<file path="src/hw/rtl/e2cd_pkg.sv">
package e2cd_pkg;

    localparam int SECONDS_WIDTH_DEFAULT = 40;

    // Widths of the result fields.
    localparam int YEAR_W    = 16;
    localparam int MONTH_W   = 4;
    localparam int MDAY_W    = 5;
    localparam int HOUR_W    = 5;
    localparam int MINUTE_W  = 6;
    localparam int SECOND_W  = 6;
    localparam int WEEKDAY_W = 3;
    localparam int YDAY_W    = 9;

    // Internal widths.
    localparam int EDAY_W  = 18;  // day of era, 0 .. 146096
    localparam int TOD_W   = 17;  // second of day, 0 .. 86399
    localparam int DR_W    = 10;  // remainder modulo 675
    localparam int EYEAR_W = 9;   // year of era, 0 .. 399
    localparam int MP_W    = 4;   // March-based month, 0 .. 11
    localparam int MPN_W   = 11;  // 5 * day of March-based year + 2

    // One day is 128 * 675 seconds; the low seven bits bypass the division.
    localparam int DAY_SHIFT = 7;
    localparam int DAY_UNITS = 675;

    // Seconds from 0000-03-01 to 1970-01-01 (719468 days).
    localparam int OFFSET_W = 36;
    localparam longint unsigned MARCH_OFFSET_SECONDS = 64'd62162035200;

    // One 400-year era in units of 128 seconds (146097 * 675).
    localparam int REM_W = 27;
    localparam logic [REM_W-1:0] ERA_DIVISOR = 27'd98615475;
    localparam int ERA_LOW_W = 12;
    localparam int STEPS_PER_STAGE = 2;

    localparam int ERA_YEARS     = 400;
    localparam int WEEK_DAYS     = 7;
    localparam int WEEKDAY_BASE  = 3;
    localparam int YEAR_DAYS     = 365;
    localparam int HOUR_SECONDS  = 3600;
    localparam int MINUTE_SECONDS = 60;

    localparam logic [EYEAR_W-1:0] CENTURY_1 = 9'd100;
    localparam logic [EYEAR_W-1:0] CENTURY_2 = 9'd200;
    localparam logic [EYEAR_W-1:0] CENTURY_3 = 9'd300;

    localparam logic [MP_W-1:0]   JANUARY_MP     = 4'd10;
    localparam logic [MONTH_W-1:0] MARCH_MONTH   = 4'd2;
    localparam logic [YDAY_W-1:0] JANUARY_1_YDAY = 9'd306;
    localparam logic [YDAY_W-1:0] JAN_FEB_DAYS   = 9'd59;

    // Reciprocals: q = (n * M) >> S is exact for every n of the given width.
    localparam int DIV675_S    = 37;
    localparam int DIV1460_S   = 29;
    localparam int DIV36524_S  = 34;
    localparam int DIV146096_S = 36;
    localparam int DIV7_S      = 21;
    localparam int DIV3600_S   = 29;
    localparam int DIV60_S     = 23;
    localparam int DIV365_S    = 27;
    localparam int DIV100_S    = 16;
    localparam int DIV153_S    = 19;

    localparam logic [REM_W:0] DIV675_M =
        (REM_W+1)'(((64'd1 << DIV675_S) + 64'd674) / 64'd675);
    localparam logic [EDAY_W:0] DIV1460_M =
        (EDAY_W+1)'(((64'd1 << DIV1460_S) + 64'd1459) / 64'd1460);
    localparam logic [EDAY_W:0] DIV36524_M =
        (EDAY_W+1)'(((64'd1 << DIV36524_S) + 64'd36523) / 64'd36524);
    localparam logic [EDAY_W:0] DIV146096_M =
        (EDAY_W+1)'(((64'd1 << DIV146096_S) + 64'd146095) / 64'd146096);
    localparam logic [EDAY_W:0] DIV7_M =
        (EDAY_W+1)'(((64'd1 << DIV7_S) + 64'd6) / 64'd7);
    localparam logic [TOD_W:0] DIV3600_M =
        (TOD_W+1)'(((64'd1 << DIV3600_S) + 64'd3599) / 64'd3600);
    localparam logic [TOD_W:0] DIV60_M =
        (TOD_W+1)'(((64'd1 << DIV60_S) + 64'd59) / 64'd60);
    localparam logic [EDAY_W:0] DIV365_M =
        (EDAY_W+1)'(((64'd1 << DIV365_S) + 64'd364) / 64'd365);
    localparam logic [EYEAR_W:0] DIV100_M =
        (EYEAR_W+1)'(((64'd1 << DIV100_S) + 64'd99) / 64'd100);
    localparam logic [MPN_W:0] DIV153_M =
        (MPN_W+1)'(((64'd1 << DIV153_S) + 64'd152) / 64'd153);

    typedef struct packed {
        logic [YEAR_W-1:0]    year;
        logic [MONTH_W-1:0]   month;
        logic [MDAY_W-1:0]    day_of_month;
        logic [HOUR_W-1:0]    hour;
        logic [MINUTE_W-1:0]  minute;
        logic [SECOND_W-1:0]  second;
        logic [WEEKDAY_W-1:0] weekday;
        logic [YDAY_W-1:0]    day_of_year;
    } result_t;

endpackage

</file>
<file path="src/hw/rtl/epoch_seconds_to_civil_date.sv">
// Converts signed seconds since 1970-01-01 00:00:00 UTC into the proleptic
// Gregorian date and time of day: year, month, day of month, hour, minute,
// second, weekday and day of year.
// The input channel (s_valid, s_ready, s_epoch_seconds) takes one word per
// cycle while s_ready is high. The input is SECONDS_WIDTH-bit two's complement.
// The result channel (m_valid, m_ready, m_*) delivers one word for each input
// word, in order.
// The era divider performs N = max(SECONDS_WIDTH, 36) - 33 restoring steps,
// two per stage. Throughput is one word per cycle while the receiver does not
// stall; all other divisions are by constants and run as reciprocal
// multiplications.
// A skid register behind the output register absorbs one word when the
// receiver stalls; the pipeline then holds and s_ready drops until the skid
// register drains, so no word is lost or repeated.
// Reset (aresetn low, synchronous) empties the pipeline and the output; the
// block holds no other state.
module epoch_seconds_to_civil_date #(
    parameter int SECONDS_WIDTH = e2cd_pkg::SECONDS_WIDTH_DEFAULT
) (
    input  logic                            aclk,
    input  logic                            aresetn,
    input  logic                            s_valid,
    output logic                            s_ready,
    input  logic signed [SECONDS_WIDTH-1:0] s_epoch_seconds,
    output logic                            m_valid,
    input  logic                            m_ready,
    output logic signed [e2cd_pkg::YEAR_W-1:0]    m_year,
    output logic        [e2cd_pkg::MONTH_W-1:0]   m_month,
    output logic        [e2cd_pkg::MDAY_W-1:0]    m_day_of_month,
    output logic        [e2cd_pkg::HOUR_W-1:0]    m_hour,
    output logic        [e2cd_pkg::MINUTE_W-1:0]  m_minute,
    output logic        [e2cd_pkg::SECOND_W-1:0]  m_second,
    output logic        [e2cd_pkg::WEEKDAY_W-1:0] m_weekday,
    output logic        [e2cd_pkg::YDAY_W-1:0]    m_day_of_year
);

    localparam int DS    = e2cd_pkg::DAY_SHIFT;
    localparam int RW    = e2cd_pkg::REM_W;
    localparam int QW    = e2cd_pkg::ERA_LOW_W;
    localparam int SPS   = e2cd_pkg::STEPS_PER_STAGE;
    localparam int XW    = ((SECONDS_WIDTH > e2cd_pkg::OFFSET_W) ?
                            SECONDS_WIDTH : e2cd_pkg::OFFSET_W) + 1;
    localparam int UW    = XW - 1 - DS;
    localparam int NSTEP = UW - (RW - 1);
    localparam int NDIV  = (NSTEP + SPS - 1) / SPS;

    localparam int EW   = e2cd_pkg::EDAY_W;
    localparam int TW   = e2cd_pkg::TOD_W;
    localparam int DRW  = e2cd_pkg::DR_W;
    localparam int YW   = e2cd_pkg::EYEAR_W;
    localparam int MPW  = e2cd_pkg::MP_W;
    localparam int MNW  = e2cd_pkg::MPN_W;
    localparam int YRW  = e2cd_pkg::YEAR_W;
    localparam int DYW  = e2cd_pkg::YDAY_W;
    localparam int HW   = e2cd_pkg::HOUR_W;
    localparam int MIW  = e2cd_pkg::MINUTE_W;
    localparam int SW   = e2cd_pkg::SECOND_W;
    localparam int WDW  = e2cd_pkg::WEEKDAY_W;
    localparam int MOW  = e2cd_pkg::MONTH_W;
    localparam int MDW  = e2cd_pkg::MDAY_W;

    localparam int PW_R = RW + RW + 1;
    localparam int PW_E = EW + EW + 1;
    localparam int PW_T = TW + TW + 1;
    localparam int PW_Y = YW + YW + 1;
    localparam int PW_M = MNW + MNW + 1;

    localparam int A_W   = 7;   // day of era / 1460
    localparam int B_W   = 3;   // day of era / 36524
    localparam int WQ_W  = 15;  // (day of era + 3) / 7
    localparam int MT_W  = 11;  // minute of day
    localparam int C1_W  = 2;   // year of era / 100

    function automatic logic [DYW-1:0] month_start(input logic [MPW-1:0] mp);
        logic [DYW-1:0] d;
        unique case (mp)
            4'd0:    d = 9'd0;
            4'd1:    d = 9'd31;
            4'd2:    d = 9'd61;
            4'd3:    d = 9'd92;
            4'd4:    d = 9'd122;
            4'd5:    d = 9'd153;
            4'd6:    d = 9'd184;
            4'd7:    d = 9'd214;
            4'd8:    d = 9'd245;
            4'd9:    d = 9'd275;
            4'd10:   d = 9'd306;
            4'd11:   d = 9'd337;
            default: d = '0;
        endcase
        return d;
    endfunction

    logic en;
    logic skid_valid_reg;
    logic m_valid_reg;
    e2cd_pkg::result_t out_reg;
    e2cd_pkg::result_t skid_reg;
    e2cd_pkg::result_t result_next;

    assign en      = !skid_valid_reg;
    assign s_ready = en;

    // ---------------------------------------------------------------- input
    logic                     st0_valid_reg;
    logic [SECONDS_WIDTH-1:0] st0_t_reg;

    always_ff @(posedge aclk) begin
        if (!aresetn) begin
            st0_valid_reg <= 1'b0;
        end else if (en) begin
            st0_valid_reg <= s_valid;
        end
    end

    always_ff @(posedge aclk) begin
        if (en) begin
            st0_t_reg <= s_epoch_seconds;
        end
    end

    // ------------------------------------------- shift to a March epoch base
    // For a negative dividend the divider works on its complement; floor
    // quotient and remainder are recovered by inverting afterwards.
    logic [XW-1:0]    x_sum;
    logic             x_neg;
    logic [UW-1:0]    x_mag;

    always_comb begin
        x_sum = {{(XW-SECONDS_WIDTH){st0_t_reg[SECONDS_WIDTH-1]}}, st0_t_reg}
                + XW'(e2cd_pkg::MARCH_OFFSET_SECONDS);
        x_neg = x_sum[XW-1];
        x_mag = x_neg ? ~x_sum[XW-2:DS] : x_sum[XW-2:DS];
    end

    logic             div_valid_reg [NDIV+1];
    logic             div_neg_reg   [NDIV+1];
    logic [DS-1:0]    div_lo_reg    [NDIV+1];
    logic [RW-1:0]    div_rem_reg   [NDIV+1];
    logic [NSTEP-1:0] div_bits_reg  [NDIV+1];
    logic [QW-1:0]    div_q_reg     [NDIV+1];

    always_ff @(posedge aclk) begin
        if (!aresetn) begin
            div_valid_reg[0] <= 1'b0;
        end else if (en) begin
            div_valid_reg[0] <= st0_valid_reg;
        end
    end

    // The top bits are always below the divisor, so they load the remainder.
    always_ff @(posedge aclk) begin
        if (en) begin
            div_neg_reg[0]  <= x_neg;
            div_lo_reg[0]   <= x_sum[DS-1:0];
            div_rem_reg[0]  <= {1'b0, x_mag[UW-1 -: RW-1]};
            div_bits_reg[0] <= x_mag[NSTEP-1:0];
            div_q_reg[0]    <= '0;
        end
    end

    // ------------------------------------- era divider, restoring, 2 bits/stage
    for (genvar k = 0; k < NDIV; k++) begin : g_div
        logic [RW-1:0]    rem_next;
        logic [NSTEP-1:0] bits_next;
        logic [QW-1:0]    q_next;
        logic [RW:0]      trial;

        always_comb begin
            rem_next  = div_rem_reg[k];
            bits_next = div_bits_reg[k];
            q_next    = div_q_reg[k];
            trial     = '0;
            for (int j = 0; j < SPS; j++) begin
                if (k * SPS + j < NSTEP) begin
                    trial     = {rem_next, bits_next[NSTEP-1]};
                    bits_next = bits_next << 1;
                    if (trial >= {1'b0, e2cd_pkg::ERA_DIVISOR}) begin
                        rem_next = RW'(trial - {1'b0, e2cd_pkg::ERA_DIVISOR});
                        q_next   = {q_next[QW-2:0], 1'b1};
                    end else begin
                        rem_next = trial[RW-1:0];
                        q_next   = {q_next[QW-2:0], 1'b0};
                    end
                end
            end
        end

        always_ff @(posedge aclk) begin
            if (!aresetn) begin
                div_valid_reg[k+1] <= 1'b0;
            end else if (en) begin
                div_valid_reg[k+1] <= div_valid_reg[k];
            end
        end

        always_ff @(posedge aclk) begin
            if (en) begin
                div_neg_reg[k+1]  <= div_neg_reg[k];
                div_lo_reg[k+1]   <= div_lo_reg[k];
                div_rem_reg[k+1]  <= rem_next;
                div_bits_reg[k+1] <= bits_next;
                div_q_reg[k+1]    <= q_next;
            end
        end
    end

    // ------------------------------------------------ stage 2: floor fix-up
    logic          st2_valid_reg;
    logic [QW-1:0] st2_era_reg;
    logic [RW-1:0] st2_r2m_reg;
    logic [DS-1:0] st2_lo_reg;

    always_ff @(posedge aclk) begin
        if (en) begin
            st2_era_reg <= div_neg_reg[NDIV] ? ~div_q_reg[NDIV] : div_q_reg[NDIV];
            st2_r2m_reg <= div_neg_reg[NDIV] ?
                           RW'(e2cd_pkg::ERA_DIVISOR - RW'(1) - div_rem_reg[NDIV]) :
                           div_rem_reg[NDIV];
            st2_lo_reg  <= div_lo_reg[NDIV];
        end
    end

    // -------------------------------------------- stage 3: day of era
    logic            st3_valid_reg;
    logic [EW-1:0]   st3_eday_reg;
    logic [RW-1:0]   st3_r2m_reg;
    logic [DS-1:0]   st3_lo_reg;
    logic [YRW-1:0]  st3_era400_reg;
    logic [PW_R-1:0] st3_prod;

    assign st3_prod = PW_R'(st2_r2m_reg) * PW_R'(e2cd_pkg::DIV675_M);

    always_ff @(posedge aclk) begin
        if (en) begin
            st3_eday_reg   <= st3_prod[e2cd_pkg::DIV675_S +: EW];
            st3_r2m_reg    <= st2_r2m_reg;
            st3_lo_reg     <= st2_lo_reg;
            st3_era400_reg <= YRW'(st2_era_reg) * YRW'(e2cd_pkg::ERA_YEARS);
        end
    end

    // ------------------------ stage 4: time of day, century terms, weekday
    logic            st4_valid_reg;
    logic [TW-1:0]   st4_tod_reg;
    logic [EW-1:0]   st4_eday_reg;
    logic [A_W-1:0]  st4_a_reg;
    logic [B_W-1:0]  st4_b_reg;
    logic            st4_c_reg;
    logic [WQ_W-1:0] st4_wq_reg;
    logic [YRW-1:0]  st4_era400_reg;
    logic [DRW-1:0]  st4_dr;
    logic [PW_E-1:0] st4_a_prod;
    logic [PW_E-1:0] st4_b_prod;
    logic [PW_E-1:0] st4_c_prod;
    logic [PW_E-1:0] st4_w_prod;

    always_comb begin
        st4_dr     = DRW'(st3_r2m_reg - RW'(st3_eday_reg) * RW'(e2cd_pkg::DAY_UNITS));
        st4_a_prod = PW_E'(st3_eday_reg) * PW_E'(e2cd_pkg::DIV1460_M);
        st4_b_prod = PW_E'(st3_eday_reg) * PW_E'(e2cd_pkg::DIV36524_M);
        st4_c_prod = PW_E'(st3_eday_reg) * PW_E'(e2cd_pkg::DIV146096_M);
        st4_w_prod = PW_E'(st3_eday_reg + EW'(e2cd_pkg::WEEKDAY_BASE))
                     * PW_E'(e2cd_pkg::DIV7_M);
    end

    always_ff @(posedge aclk) begin
        if (en) begin
            st4_tod_reg    <= {st4_dr, st3_lo_reg};
            st4_eday_reg   <= st3_eday_reg;
            st4_a_reg      <= st4_a_prod[e2cd_pkg::DIV1460_S +: A_W];
            st4_b_reg      <= st4_b_prod[e2cd_pkg::DIV36524_S +: B_W];
            st4_c_reg      <= st4_c_prod[e2cd_pkg::DIV146096_S];
            st4_wq_reg     <= st4_w_prod[e2cd_pkg::DIV7_S +: WQ_W];
            st4_era400_reg <= st3_era400_reg;
        end
    end

    // ------------------------------- stage 5: hour, minute of day, year of era
    logic             st5_valid_reg;
    logic [TW-1:0]    st5_tod_reg;
    logic [HW-1:0]    st5_hour_reg;
    logic [MT_W-1:0]  st5_mt_reg;
    logic [WDW-1:0]   st5_weekday_reg;
    logic [EW-1:0]    st5_eday_reg;
    logic [YW-1:0]    st5_eyear_reg;
    logic [YRW-1:0]   st5_era400_reg;
    logic [PW_T-1:0]  st5_h_prod;
    logic [PW_T-1:0]  st5_m_prod;
    logic [EW-1:0]    st5_num;
    logic [PW_E-1:0]  st5_y_prod;

    always_comb begin
        st5_h_prod = PW_T'(st4_tod_reg) * PW_T'(e2cd_pkg::DIV3600_M);
        st5_m_prod = PW_T'(st4_tod_reg) * PW_T'(e2cd_pkg::DIV60_M);
        st5_num    = st4_eday_reg - EW'(st4_a_reg) + EW'(st4_b_reg) - EW'(st4_c_reg);
        st5_y_prod = PW_E'(st5_num) * PW_E'(e2cd_pkg::DIV365_M);
    end

    always_ff @(posedge aclk) begin
        if (en) begin
            st5_tod_reg     <= st4_tod_reg;
            st5_hour_reg    <= st5_h_prod[e2cd_pkg::DIV3600_S +: HW];
            st5_mt_reg      <= st5_m_prod[e2cd_pkg::DIV60_S +: MT_W];
            st5_weekday_reg <= WDW'(st4_eday_reg + EW'(e2cd_pkg::WEEKDAY_BASE)
                               - EW'(st4_wq_reg) * EW'(e2cd_pkg::WEEK_DAYS));
            st5_eday_reg    <= st4_eday_reg;
            st5_eyear_reg   <= st5_y_prod[e2cd_pkg::DIV365_S +: YW];
            st5_era400_reg  <= st4_era400_reg;
        end
    end

    // ------------------------- stage 6: minute, second, March-based day, leap
    logic            st6_valid_reg;
    logic [HW-1:0]   st6_hour_reg;
    logic [MIW-1:0]  st6_minute_reg;
    logic [SW-1:0]   st6_second_reg;
    logic [WDW-1:0]  st6_weekday_reg;
    logic [DYW-1:0]  st6_yday_reg;
    logic            st6_leap_reg;
    logic [YW-1:0]   st6_eyear_reg;
    logic [YRW-1:0]  st6_era400_reg;
    logic [PW_Y-1:0] st6_c_prod;
    logic [EW-1:0]   st6_ybase;
    logic            st6_leap;

    always_comb begin
        st6_c_prod = PW_Y'(st5_eyear_reg) * PW_Y'(e2cd_pkg::DIV100_M);
        st6_ybase  = EW'(st5_eyear_reg) * EW'(e2cd_pkg::YEAR_DAYS)
                     + EW'(st5_eyear_reg[YW-1:2])
                     - EW'(st6_c_prod[e2cd_pkg::DIV100_S +: C1_W]);
        // Years of the era divisible by 4 leap, except the three
        // centuries that are not multiples of 400.
        st6_leap   = (st5_eyear_reg[1:0] == 2'b00)
                     && (st5_eyear_reg != e2cd_pkg::CENTURY_1)
                     && (st5_eyear_reg != e2cd_pkg::CENTURY_2)
                     && (st5_eyear_reg != e2cd_pkg::CENTURY_3);
    end

    always_ff @(posedge aclk) begin
        if (en) begin
            st6_hour_reg    <= st5_hour_reg;
            st6_minute_reg  <= MIW'(st5_mt_reg
                               - MT_W'(st5_hour_reg) * MT_W'(e2cd_pkg::MINUTE_SECONDS));
            st6_second_reg  <= SW'(st5_tod_reg
                               - TW'(st5_mt_reg) * TW'(e2cd_pkg::MINUTE_SECONDS));
            st6_weekday_reg <= st5_weekday_reg;
            st6_yday_reg    <= DYW'(st5_eday_reg - st6_ybase);
            st6_leap_reg    <= st6_leap;
            st6_eyear_reg   <= st5_eyear_reg;
            st6_era400_reg  <= st5_era400_reg;
        end
    end

    // --------------------------------------- stage 7: March-based month
    logic            st7_valid_reg;
    logic [HW-1:0]   st7_hour_reg;
    logic [MIW-1:0]  st7_minute_reg;
    logic [SW-1:0]   st7_second_reg;
    logic [WDW-1:0]  st7_weekday_reg;
    logic [DYW-1:0]  st7_yday_reg;
    logic            st7_leap_reg;
    logic [YW-1:0]   st7_eyear_reg;
    logic [YRW-1:0]  st7_era400_reg;
    logic [MPW-1:0]  st7_mp_reg;
    logic [PW_M-1:0] st7_prod;

    assign st7_prod = PW_M'(MNW'(st6_yday_reg) * MNW'(5) + MNW'(2))
                      * PW_M'(e2cd_pkg::DIV153_M);

    always_ff @(posedge aclk) begin
        if (en) begin
            st7_hour_reg    <= st6_hour_reg;
            st7_minute_reg  <= st6_minute_reg;
            st7_second_reg  <= st6_second_reg;
            st7_weekday_reg <= st6_weekday_reg;
            st7_yday_reg    <= st6_yday_reg;
            st7_leap_reg    <= st6_leap_reg;
            st7_eyear_reg   <= st6_eyear_reg;
            st7_era400_reg  <= st6_era400_reg;
            st7_mp_reg      <= st7_prod[e2cd_pkg::DIV153_S +: MPW];
        end
    end

    // Valid bits of stages 2 to 7.
    always_ff @(posedge aclk) begin
        if (!aresetn) begin
            st2_valid_reg <= 1'b0;
            st3_valid_reg <= 1'b0;
            st4_valid_reg <= 1'b0;
            st5_valid_reg <= 1'b0;
            st6_valid_reg <= 1'b0;
            st7_valid_reg <= 1'b0;
        end else if (en) begin
            st2_valid_reg <= div_valid_reg[NDIV];
            st3_valid_reg <= st2_valid_reg;
            st4_valid_reg <= st3_valid_reg;
            st5_valid_reg <= st4_valid_reg;
            st6_valid_reg <= st5_valid_reg;
            st7_valid_reg <= st6_valid_reg;
        end
    end

    // ------------------------------- final fields: January-based calendar
    always_comb begin
        logic jan_feb;
        jan_feb = (st7_mp_reg >= e2cd_pkg::JANUARY_MP);
        result_next.year         = st7_era400_reg + YRW'(st7_eyear_reg) + YRW'(jan_feb);
        result_next.month        = jan_feb ? MOW'(st7_mp_reg - e2cd_pkg::JANUARY_MP) :
                                             MOW'(st7_mp_reg + e2cd_pkg::MARCH_MONTH);
        result_next.day_of_month = MDW'(st7_yday_reg - month_start(st7_mp_reg) + DYW'(1));
        result_next.hour         = st7_hour_reg;
        result_next.minute       = st7_minute_reg;
        result_next.second       = st7_second_reg;
        result_next.weekday      = st7_weekday_reg;
        result_next.day_of_year  = (st7_yday_reg >= e2cd_pkg::JANUARY_1_YDAY) ?
            DYW'(st7_yday_reg - e2cd_pkg::JANUARY_1_YDAY) :
            DYW'(st7_yday_reg + e2cd_pkg::JAN_FEB_DAYS + DYW'(st7_leap_reg));
    end

    // ------------------------------------ output register and skid register
    always_ff @(posedge aclk) begin
        if (!aresetn) begin
            m_valid_reg    <= 1'b0;
            skid_valid_reg <= 1'b0;
        end else if (!m_valid_reg || m_ready) begin
            if (skid_valid_reg) begin
                m_valid_reg    <= 1'b1;
                skid_valid_reg <= 1'b0;
            end else begin
                m_valid_reg <= st7_valid_reg;
            end
        end else if (st7_valid_reg && en) begin
            skid_valid_reg <= 1'b1;
        end
    end

    always_ff @(posedge aclk) begin
        if (!m_valid_reg || m_ready) begin
            out_reg <= skid_valid_reg ? skid_reg : result_next;
        end else if (en) begin
            skid_reg <= result_next;
        end
    end

    assign m_valid        = m_valid_reg;
    assign m_year         = out_reg.year;
    assign m_month        = out_reg.month;
    assign m_day_of_month = out_reg.day_of_month;
    assign m_hour         = out_reg.hour;
    assign m_minute       = out_reg.minute;
    assign m_second       = out_reg.second;
    assign m_weekday      = out_reg.weekday;
    assign m_day_of_year  = out_reg.day_of_year;

endmodule

</file>
<file path="config.mk">
export PLATFORM = sky130hd
export DESIGN_NAME = epoch_seconds_to_civil_date
export DESIGN_NICKNAME = d
export VERILOG_FILES = /design/src/hw/rtl/e2cd_pkg.sv /design/src/hw/rtl/epoch_seconds_to_civil_date.sv
export SDC_FILE = /design/constraint.sdc
export NUM_CORES = 2
export LEC_CHECK = 0
export BUFFER_PORTS_ARGS = -buffer_cell sky130_fd_sc_hd__buf_4
export CAP_MARGIN = 20
export CELL_PAD_IN_SITES_DETAIL_PLACEMENT = 1
export CELL_PAD_IN_SITES_GLOBAL_PLACEMENT = 1
export CORE_MARGIN = 4
export CORE_UTILIZATION = 58
export DETAILED_ROUTE_END_ITERATION = 10
export PLACE_DENSITY_LB_ADDON = 0.3
export RECOVER_POWER = 100
export SLEW_MARGIN = 20
export SYNTH_ARGS = -nofsm -noshare
export SYNTH_HDL_FRONTEND = slang
export SYNTH_SLANG_ARGS = --single-unit
export TNS_END_PERCENT = 20
</file>
<file path="constraint.sdc">
create_clock -name aclk -period 21.4 [get_ports aclk]
set_clock_uncertainty 0.1 [all_clocks]
set_input_delay 0 -clock aclk [delete_from_list [all_inputs] [get_ports aclk]]
set_output_delay 0 -clock aclk [all_outputs]
set_load 0.02 [all_outputs]
</file>
### After elaboration in Yosys (flattened, before gate mapping)

Memory sizes are Yosys's and may differ from the RTL's. A register that Yosys moved wholly into a read port is not among the register bits.
Cells that the tools add are included.

| storage, ports and cells | value |
|---|---|
| output and inout bits | 56 |
| flip-flop bits (word level) | 476 |
| logic and storage cells | 179 |
| memory bits (read-only) | 144 |
| bits of input ports | 44 |
| memories kept | 7 |
| bits in writable memories | 275 |

| operators by class | value |
|---|---|
| multiply operators | 16 |
| mux-type cells | 31 |
| equality and inequality tests | 3 |
| bitwise gates (word level) | 8 |
| reduce and logical (&&, ||, !) cells | 12 |
| add/subtract/negate cells | 31 |
| $lt $le $gt $ge | 9 |

Memories:

| memory | depth | width | read ports | clocked after Yosys merged registers in | wr ports | line | source |
|---|---|---|---|---|---|---|---|
| (no name shown) | 16 | 9 | 1 | 1 | 0 | epoch_seconds_to_civil_date.sv:76 | `unique case (mp)` |
| div_rem_reg | 5 | 27 | 5 | 0 | 5 | epoch_seconds_to_civil_date.sv:139 | `logic [RW-1:0] div_rem_reg [NDIV+1];` |
| div_q_reg | 5 | 12 | 5 | 0 | 5 | epoch_seconds_to_civil_date.sv:141 | `logic [QW-1:0] div_q_reg [NDIV+1];` |
| div_bits_reg | 5 | 7 | 4 | 0 | 5 | epoch_seconds_to_civil_date.sv:140 | `logic [NSTEP-1:0] div_bits_reg [NDIV+1];` |
| div_lo_reg | 5 | 7 | 5 | 1 | 5 | epoch_seconds_to_civil_date.sv:138 | `logic [DS-1:0] div_lo_reg [NDIV+1];` |
| div_neg_reg | 5 | 1 | 5 | 0 | 5 | epoch_seconds_to_civil_date.sv:137 | `logic div_neg_reg [NDIV+1];` |
| 1 more memories | -- | -- | -- | -- | -- | -- |  |

Operator list:

| operator | count |
|---|---|
| $mux 27 | 8 |
| $ge 28x27->1 const B | 7 |
| $sub 27x27->27 const B | 7 |
| $mul 17x18->34 const B | 2 |
| $mul 18x16->33 const B | 2 |
| $mul 27x28->55 const B | 1 |
| $mux 54 | 1 |
| $add 40x37->41 const B | 1 |
| $mul 18x19->37 const B | 1 |
| $mul 19x18->35 const B | 1 |
| $mux 33 | 1 |
| $not 33->33 | 1 |
| $sub 27x27->27 const A | 1 |
| $mul 13x12->23 const B | 1 |
| $add 18x2->19 const B | 1 |
| $add 18x3->18 | 1 |
| $mul 18x10->10 const B | 1 |
| $sub 18x1->18 | 1 |
| $sub 18x7->18 | 1 |
| $mux 1 | 17 |
| $add 16x1->16 | 1 |
| $add 16x9->16 | 1 |
| $mul 15x3->3 const B | 1 |
| $mul 9x6->14 const B | 1 |
| 36 further kinds | 49 |

### Depth between registers and ports, before layout

An unclocked memory read counts as a cell.

| depth | value |
|---|---|
| depth in word-level cells | 5 |
| gate-level depth with buffers | 39 |
| mapped depth without buffers | 39 |

### Least setup slack after synthesis

Ideal clock, no wire load.

| timing path | value |
|---|---|
| path type | register -> register |
| start point | register st4_eday_reg[0] |
| end point | register st5_eyear_reg[8], data pin |
| path slack | 11.683 ns |
| cell stages (with the launch flop) | 37 |
| path buffers | 0 |
| clock period less this slack | 9.717 ns |
| required time | 21.012 ns |
| arrival | 9.330 ns |
| library setup time | 0.288 ns |
| cells stage by stage | edfxtp_1 -> fa_1 -> inv_1 -> fa_1 -> inv_1 -> ha_1 -> a21o_1 -> a21oi_1 -> o21bai_1 -> a21oi_1 -> o21ai_0 -> a21o_1 -> a21oi_1 -> nor2b_1 -> o21a_1 -> or2_2 -> xor2_1 -> fa_1 -> ha_1 -> fa_1 -> fa_1 -> inv_1 -> fa_1 -> fa_1 -> inv_1 -> ha_1 -> nand4_1 -> nor2_1 -> a2111oi_0 -> o21ai_0 -> o21a_1 -> o211ai_1 -> a31oi_1 -> o211a_1 -> nor4_1 -> a311oi_1 -> xnor2_1 |

| on the way | value |
|---|---|
| word-level cells in the longest chain between the ends | 4 |

Ends and longest elaborated chain:

| element | line | source |
|---|---|---|
| start, declared | epoch_seconds_to_civil_date.sv:246 | `logic [EW-1:0] st4_eday_reg;` |
| start signal, assigned | epoch_seconds_to_civil_date.sv:270 | `st4_eday_reg <= st3_eday_reg;` |
| $sub 18x7->18 | epoch_seconds_to_civil_date.sv:296 | `st5_num = st4_eday_reg - EW'(st4_a_reg) + EW'(st4_b_reg) - EW'(st4_c_reg);` |
| $add 18x3->18 | epoch_seconds_to_civil_date.sv:296 |  |
| $sub 18x1->18 | epoch_seconds_to_civil_date.sv:296 |  |
| $mul 18x16->33 | epoch_seconds_to_civil_date.sv:297 | `st5_y_prod = PW_E'(st5_num) * PW_E'(e2cd_pkg::DIV365_M);` |
| named net st5_y_prod[35] | epoch_seconds_to_civil_date.sv:291 | `logic [PW_E-1:0] st5_y_prod;` |
| end signal, assigned | epoch_seconds_to_civil_date.sv:308 | `st5_eyear_reg <= st5_y_prod[e2cd_pkg::DIV365_S +: YW];` |
| end, declared | epoch_seconds_to_civil_date.sv:286 | `logic [YW-1:0] st5_eyear_reg;` |

The timed path passes the listed nets, and every way through them passes these cells.
A chain may end at the register's enable or synchronous reset.

### Worst setup path in the final report

| timing path | value |
|---|---|
| start point | register skid_valid_reg |
| end point | output s_ready |

| on the way | value |
|---|---|
| word-level cells in the longest chain between the ends | 1 |

Ends and longest elaborated chain:

| element | line | source |
|---|---|---|
| start, declared | epoch_seconds_to_civil_date.sv:95 | `logic skid_valid_reg;` |
| start signal, assigned | epoch_seconds_to_civil_date.sv:425 | `skid_valid_reg <= 1'b0;` |
| start signal, assigned | epoch_seconds_to_civil_date.sv:429 | `skid_valid_reg <= 1'b0;` |
| start signal, assigned | epoch_seconds_to_civil_date.sv:434 | `skid_valid_reg <= 1'b1;` |
| $logic_not 1->1 | epoch_seconds_to_civil_date.sv:101 | `assign en = !skid_valid_reg;` |
| end, declared | epoch_seconds_to_civil_date.sv:23 | `output logic s_ready,` |

No other way between the ends.

==> impl_metrics.env <==
export IMPL_violations="capacitance limit, slew limit"
export IMPL_cts_sinks=681
export IMPL_tightestPinTransition_ns=4.57
export IMPL_synthTopCellsByArea="edfxtp_1 28%, ha_1 23%, fa_1 22%, inv_1 6.7%, xnor2_1 3.9%"
export IMPL_drive_gt1_frac=0.0354
export IMPL_utilization=0.636
export IMPL_ios=100
export IMPL_place_gp_congestion=0.910
export IMPL_required_ns=21.30
export IMPL_num_vias=47162
export IMPL_path_class="flop to primary output"
export IMPL_firstDrtPassIters=6
export IMPL_die_area_sq_um=128000
export IMPL_grt_util_all_layers=0.319
export IMPL_antenna_found_initial=3
export IMPL_max_freq_mhz=66.5
export IMPL_rows=127
export IMPL_worstRegToRegCells=5
export IMPL_htreeDepth=3
export IMPL_dp_hpwl_mm=148
export IMPL_grt_pass1_vias=55397
export IMPL_synth_top_family_by_area="adder cells"
export IMPL_grt_overflow_total=0
export IMPL_endpoint_kind="primary output"
export IMPL_rrSetupSlack_ns=6.87
export IMPL_core_sq_um=120000
export IMPL_wire_per_inst_um=24.7
export IMPL_synth_top_area_frac=0.283
export IMPL_wl_met2_mm=104
export IMPL_clockRootBuffer="clkbuf_16"
export IMPL_cts_tree="done"
export IMPL_synth_xor_area_frac=0.0590
export IMPL_clockBufferDepth=3
export IMPL_r2r_start="skid_valid_reg$_SDFFE_PP0P_"
export IMPL_async_flop_share=0
export IMPL_grt_pass1_wl_mm=316
export IMPL_syn_nets=8248
export IMPL_port_buffers=99
export IMPL_top_layer="met5"
export IMPL_hold_depth=3
export IMPL_synth_cells=6114
export IMPL_maxCapViolations=18
export IMPL_tns_ns=0
export IMPL_seq_area_frac_synth=0.287
export IMPL_wl_met1_mm=75.7
export IMPL_status="complete, but fails checks"
export IMPL_numCtsBuffers=78
export IMPL_setup_viol=0
export IMPL_wirelength_mm=198
export IMPL_place_area_sq_um=73500
export IMPL_synth_main_ff_cell="edfxtp_1"
export IMPL_relSlewSlack=-2.07
export IMPL_synth_area_mux_share=0.00980
export IMPL_fin_crit_sh=0.703
export IMPL_clock_latency_ns=0.72
export IMPL_grt_max_degree=100
export IMPL_cp_start_kind="flop"
export IMPL_antenna_left=0
export IMPL_yosysTopAreaCell="edfxtp_1"
export IMPL_r2r_end="st2_r2m_reg[26]$_DFFE_PN_"
export IMPL_clkTransAtPathRegs_ns=0.06
export IMPL_largest_reg_flops=134
export IMPL_maxSlewViolCount=938
export IMPL_finalCriticalPeriod_ns=15.04
export IMPL_crit_arrival_ns=14.94
export IMPL_initial_core_util=0.587
export IMPL_final_cell_mix="1,326 x ha_1, 1,259 x inv_1, 764 x fa_1, 666 x edfxtp_1, 314 x xnor2_1"
export IMPL_die_y_um=357
export IMPL_worstHoldStart="aresetn"
export IMPL_ys_ff_latch=681
export IMPL_hold_class="input pin to flop"
export IMPL_synth_compound_area_frac=0.0632
export IMPL_cp_max_fo=99
export IMPL_drc_errors=0
export IMPL_final_common_cell="ha_1"
export IMPL_yosys_area_share_simple=0.0580
export IMPL_final_cell_area_sq_um=76700
export IMPL_synth_distinct_cells=107
export IMPL_dr_wl_met3_mm=9.73
export IMPL_die_x_um=357
export IMPL_post_cts_setup_buffers=0
export IMPL_syn_to_final_growth_pct=8.40
export IMPL_fin_nets=8482
export IMPL_final_hold_violation_count=0
export IMPL_yosys_area_share_adder=0.451
export IMPL_grt_setup_unrepaired="no"
export IMPL_via_per_inst=5.88
export IMPL_syn_avg_cell_area_sq_um=11.6
export IMPL_drt_iter0_markers=3109
export IMPL_min_to="m_valid$_SDFFE_PN0P_"
export IMPL_syn_area_sq_um=70700
export IMPL_synth_edf_count=666
export IMPL_ys_warn_count=0
[worst max-delay path, stage by stage (launching register included)]
cell and delay [ns]:
dfxtp_1 0.36, clkinvlp_2 2.60, clkbuf_1 2.75, clkbuf_1 2.31, clkbuf_1 2.96, clkbuf_1 2.56, clkbuf_1 0.37
[layer usage]
layer,GRT usage,vias to the layer above
li1,-,20998
met1,0.375,24216
met2,0.589,1392
met3,0.0479,554
met4,0.120,2
met5,0,-
[worst max-delay path by stage]
stage / start / to / slack [ns] / cells past startpoint
finish: skid_valid_reg$_SDFFE_PP0P_ / s_ready / 6.36 / 6
global route: skid_valid_reg$_SDFFE_PP0P_ / s_ready / 5.03 / 6
CTS: st4_eday_reg[0]$_DFFE_PN_ / st5_eyear_reg[8]$_DFFE_PN_ / 10.57 / 38
detailed placement: st4_eday_reg[0]$_DFFE_PN_ / st5_eyear_reg[8]$_DFFE_PN_ / 10.62 / 38
global placement: st4_eday_reg[0]$_DFFE_PN_ / st5_eyear_reg[8]$_DFFE_PN_ / 10.89 / 38
floorplan: st4_eday_reg[0]$_DFFE_PN_ / st5_eyear_reg[8]$_DFFE_PN_ / 11.68 / 36
[what timing repair did]
action	4_1_cts	5_1_grt
resized for setup	0	0
hold endpoints to repair	112	0
hold buffers	83	0
[final cells by class]
type | instances | area (sq um)
Antenna cell | 2 | 5.00
Fill cell | 12390 | 43800
Multi-Input combinational cell | 4098 | 45300
Sequential cell | 681 | 20300
Timing Repair Buffer | 226 | 1550
Clock inverter | 49 | 686
Inverter | 1263 | 4740
Tap cell | 1612 | 2020
Clock buffer | 96 | 2070
[through the flow]
stage	setup WS (ns)	cells	hold WS (ns)
2_1_floorplan	11.68	6114	-0.00113
3_3_place_gp	10.89	7797	0.0784
3_5_place_dp	10.62	7797	0.0793
4_1_cts	10.57	8025	0.0267
5_1_grt	5.03	8025	0.0544
6_report	6.36	8027	0.0614
[cells in the mapped netlist, drive strengths merged (37+ instances only)]
master,instances
mux2,42
ha,1326
a21o,92
xnor2,318
edfxtp,666
clkbuf,45
nand2,219
a21oi,165
nor3,75
fa,764
inv,1262
nor2,165
o21ai,143
nand4,37
xor2,154
nand3,58
nor2b,50
[kinds of logic after synthesis]
kind of cell	after synthesis
XOR/XNOR	473
AO/OA/AOI/OAI	672
multiplexers	64
buffers and inverters	1335
flip-flops	681
AND/OR/NAND/NOR	799
adder cells (fa/ha/maj)	2090
Power is left out: the tool's default activity adds up to more than one toggle a clock period on the data nets, which glitch-free logic cannot reach.
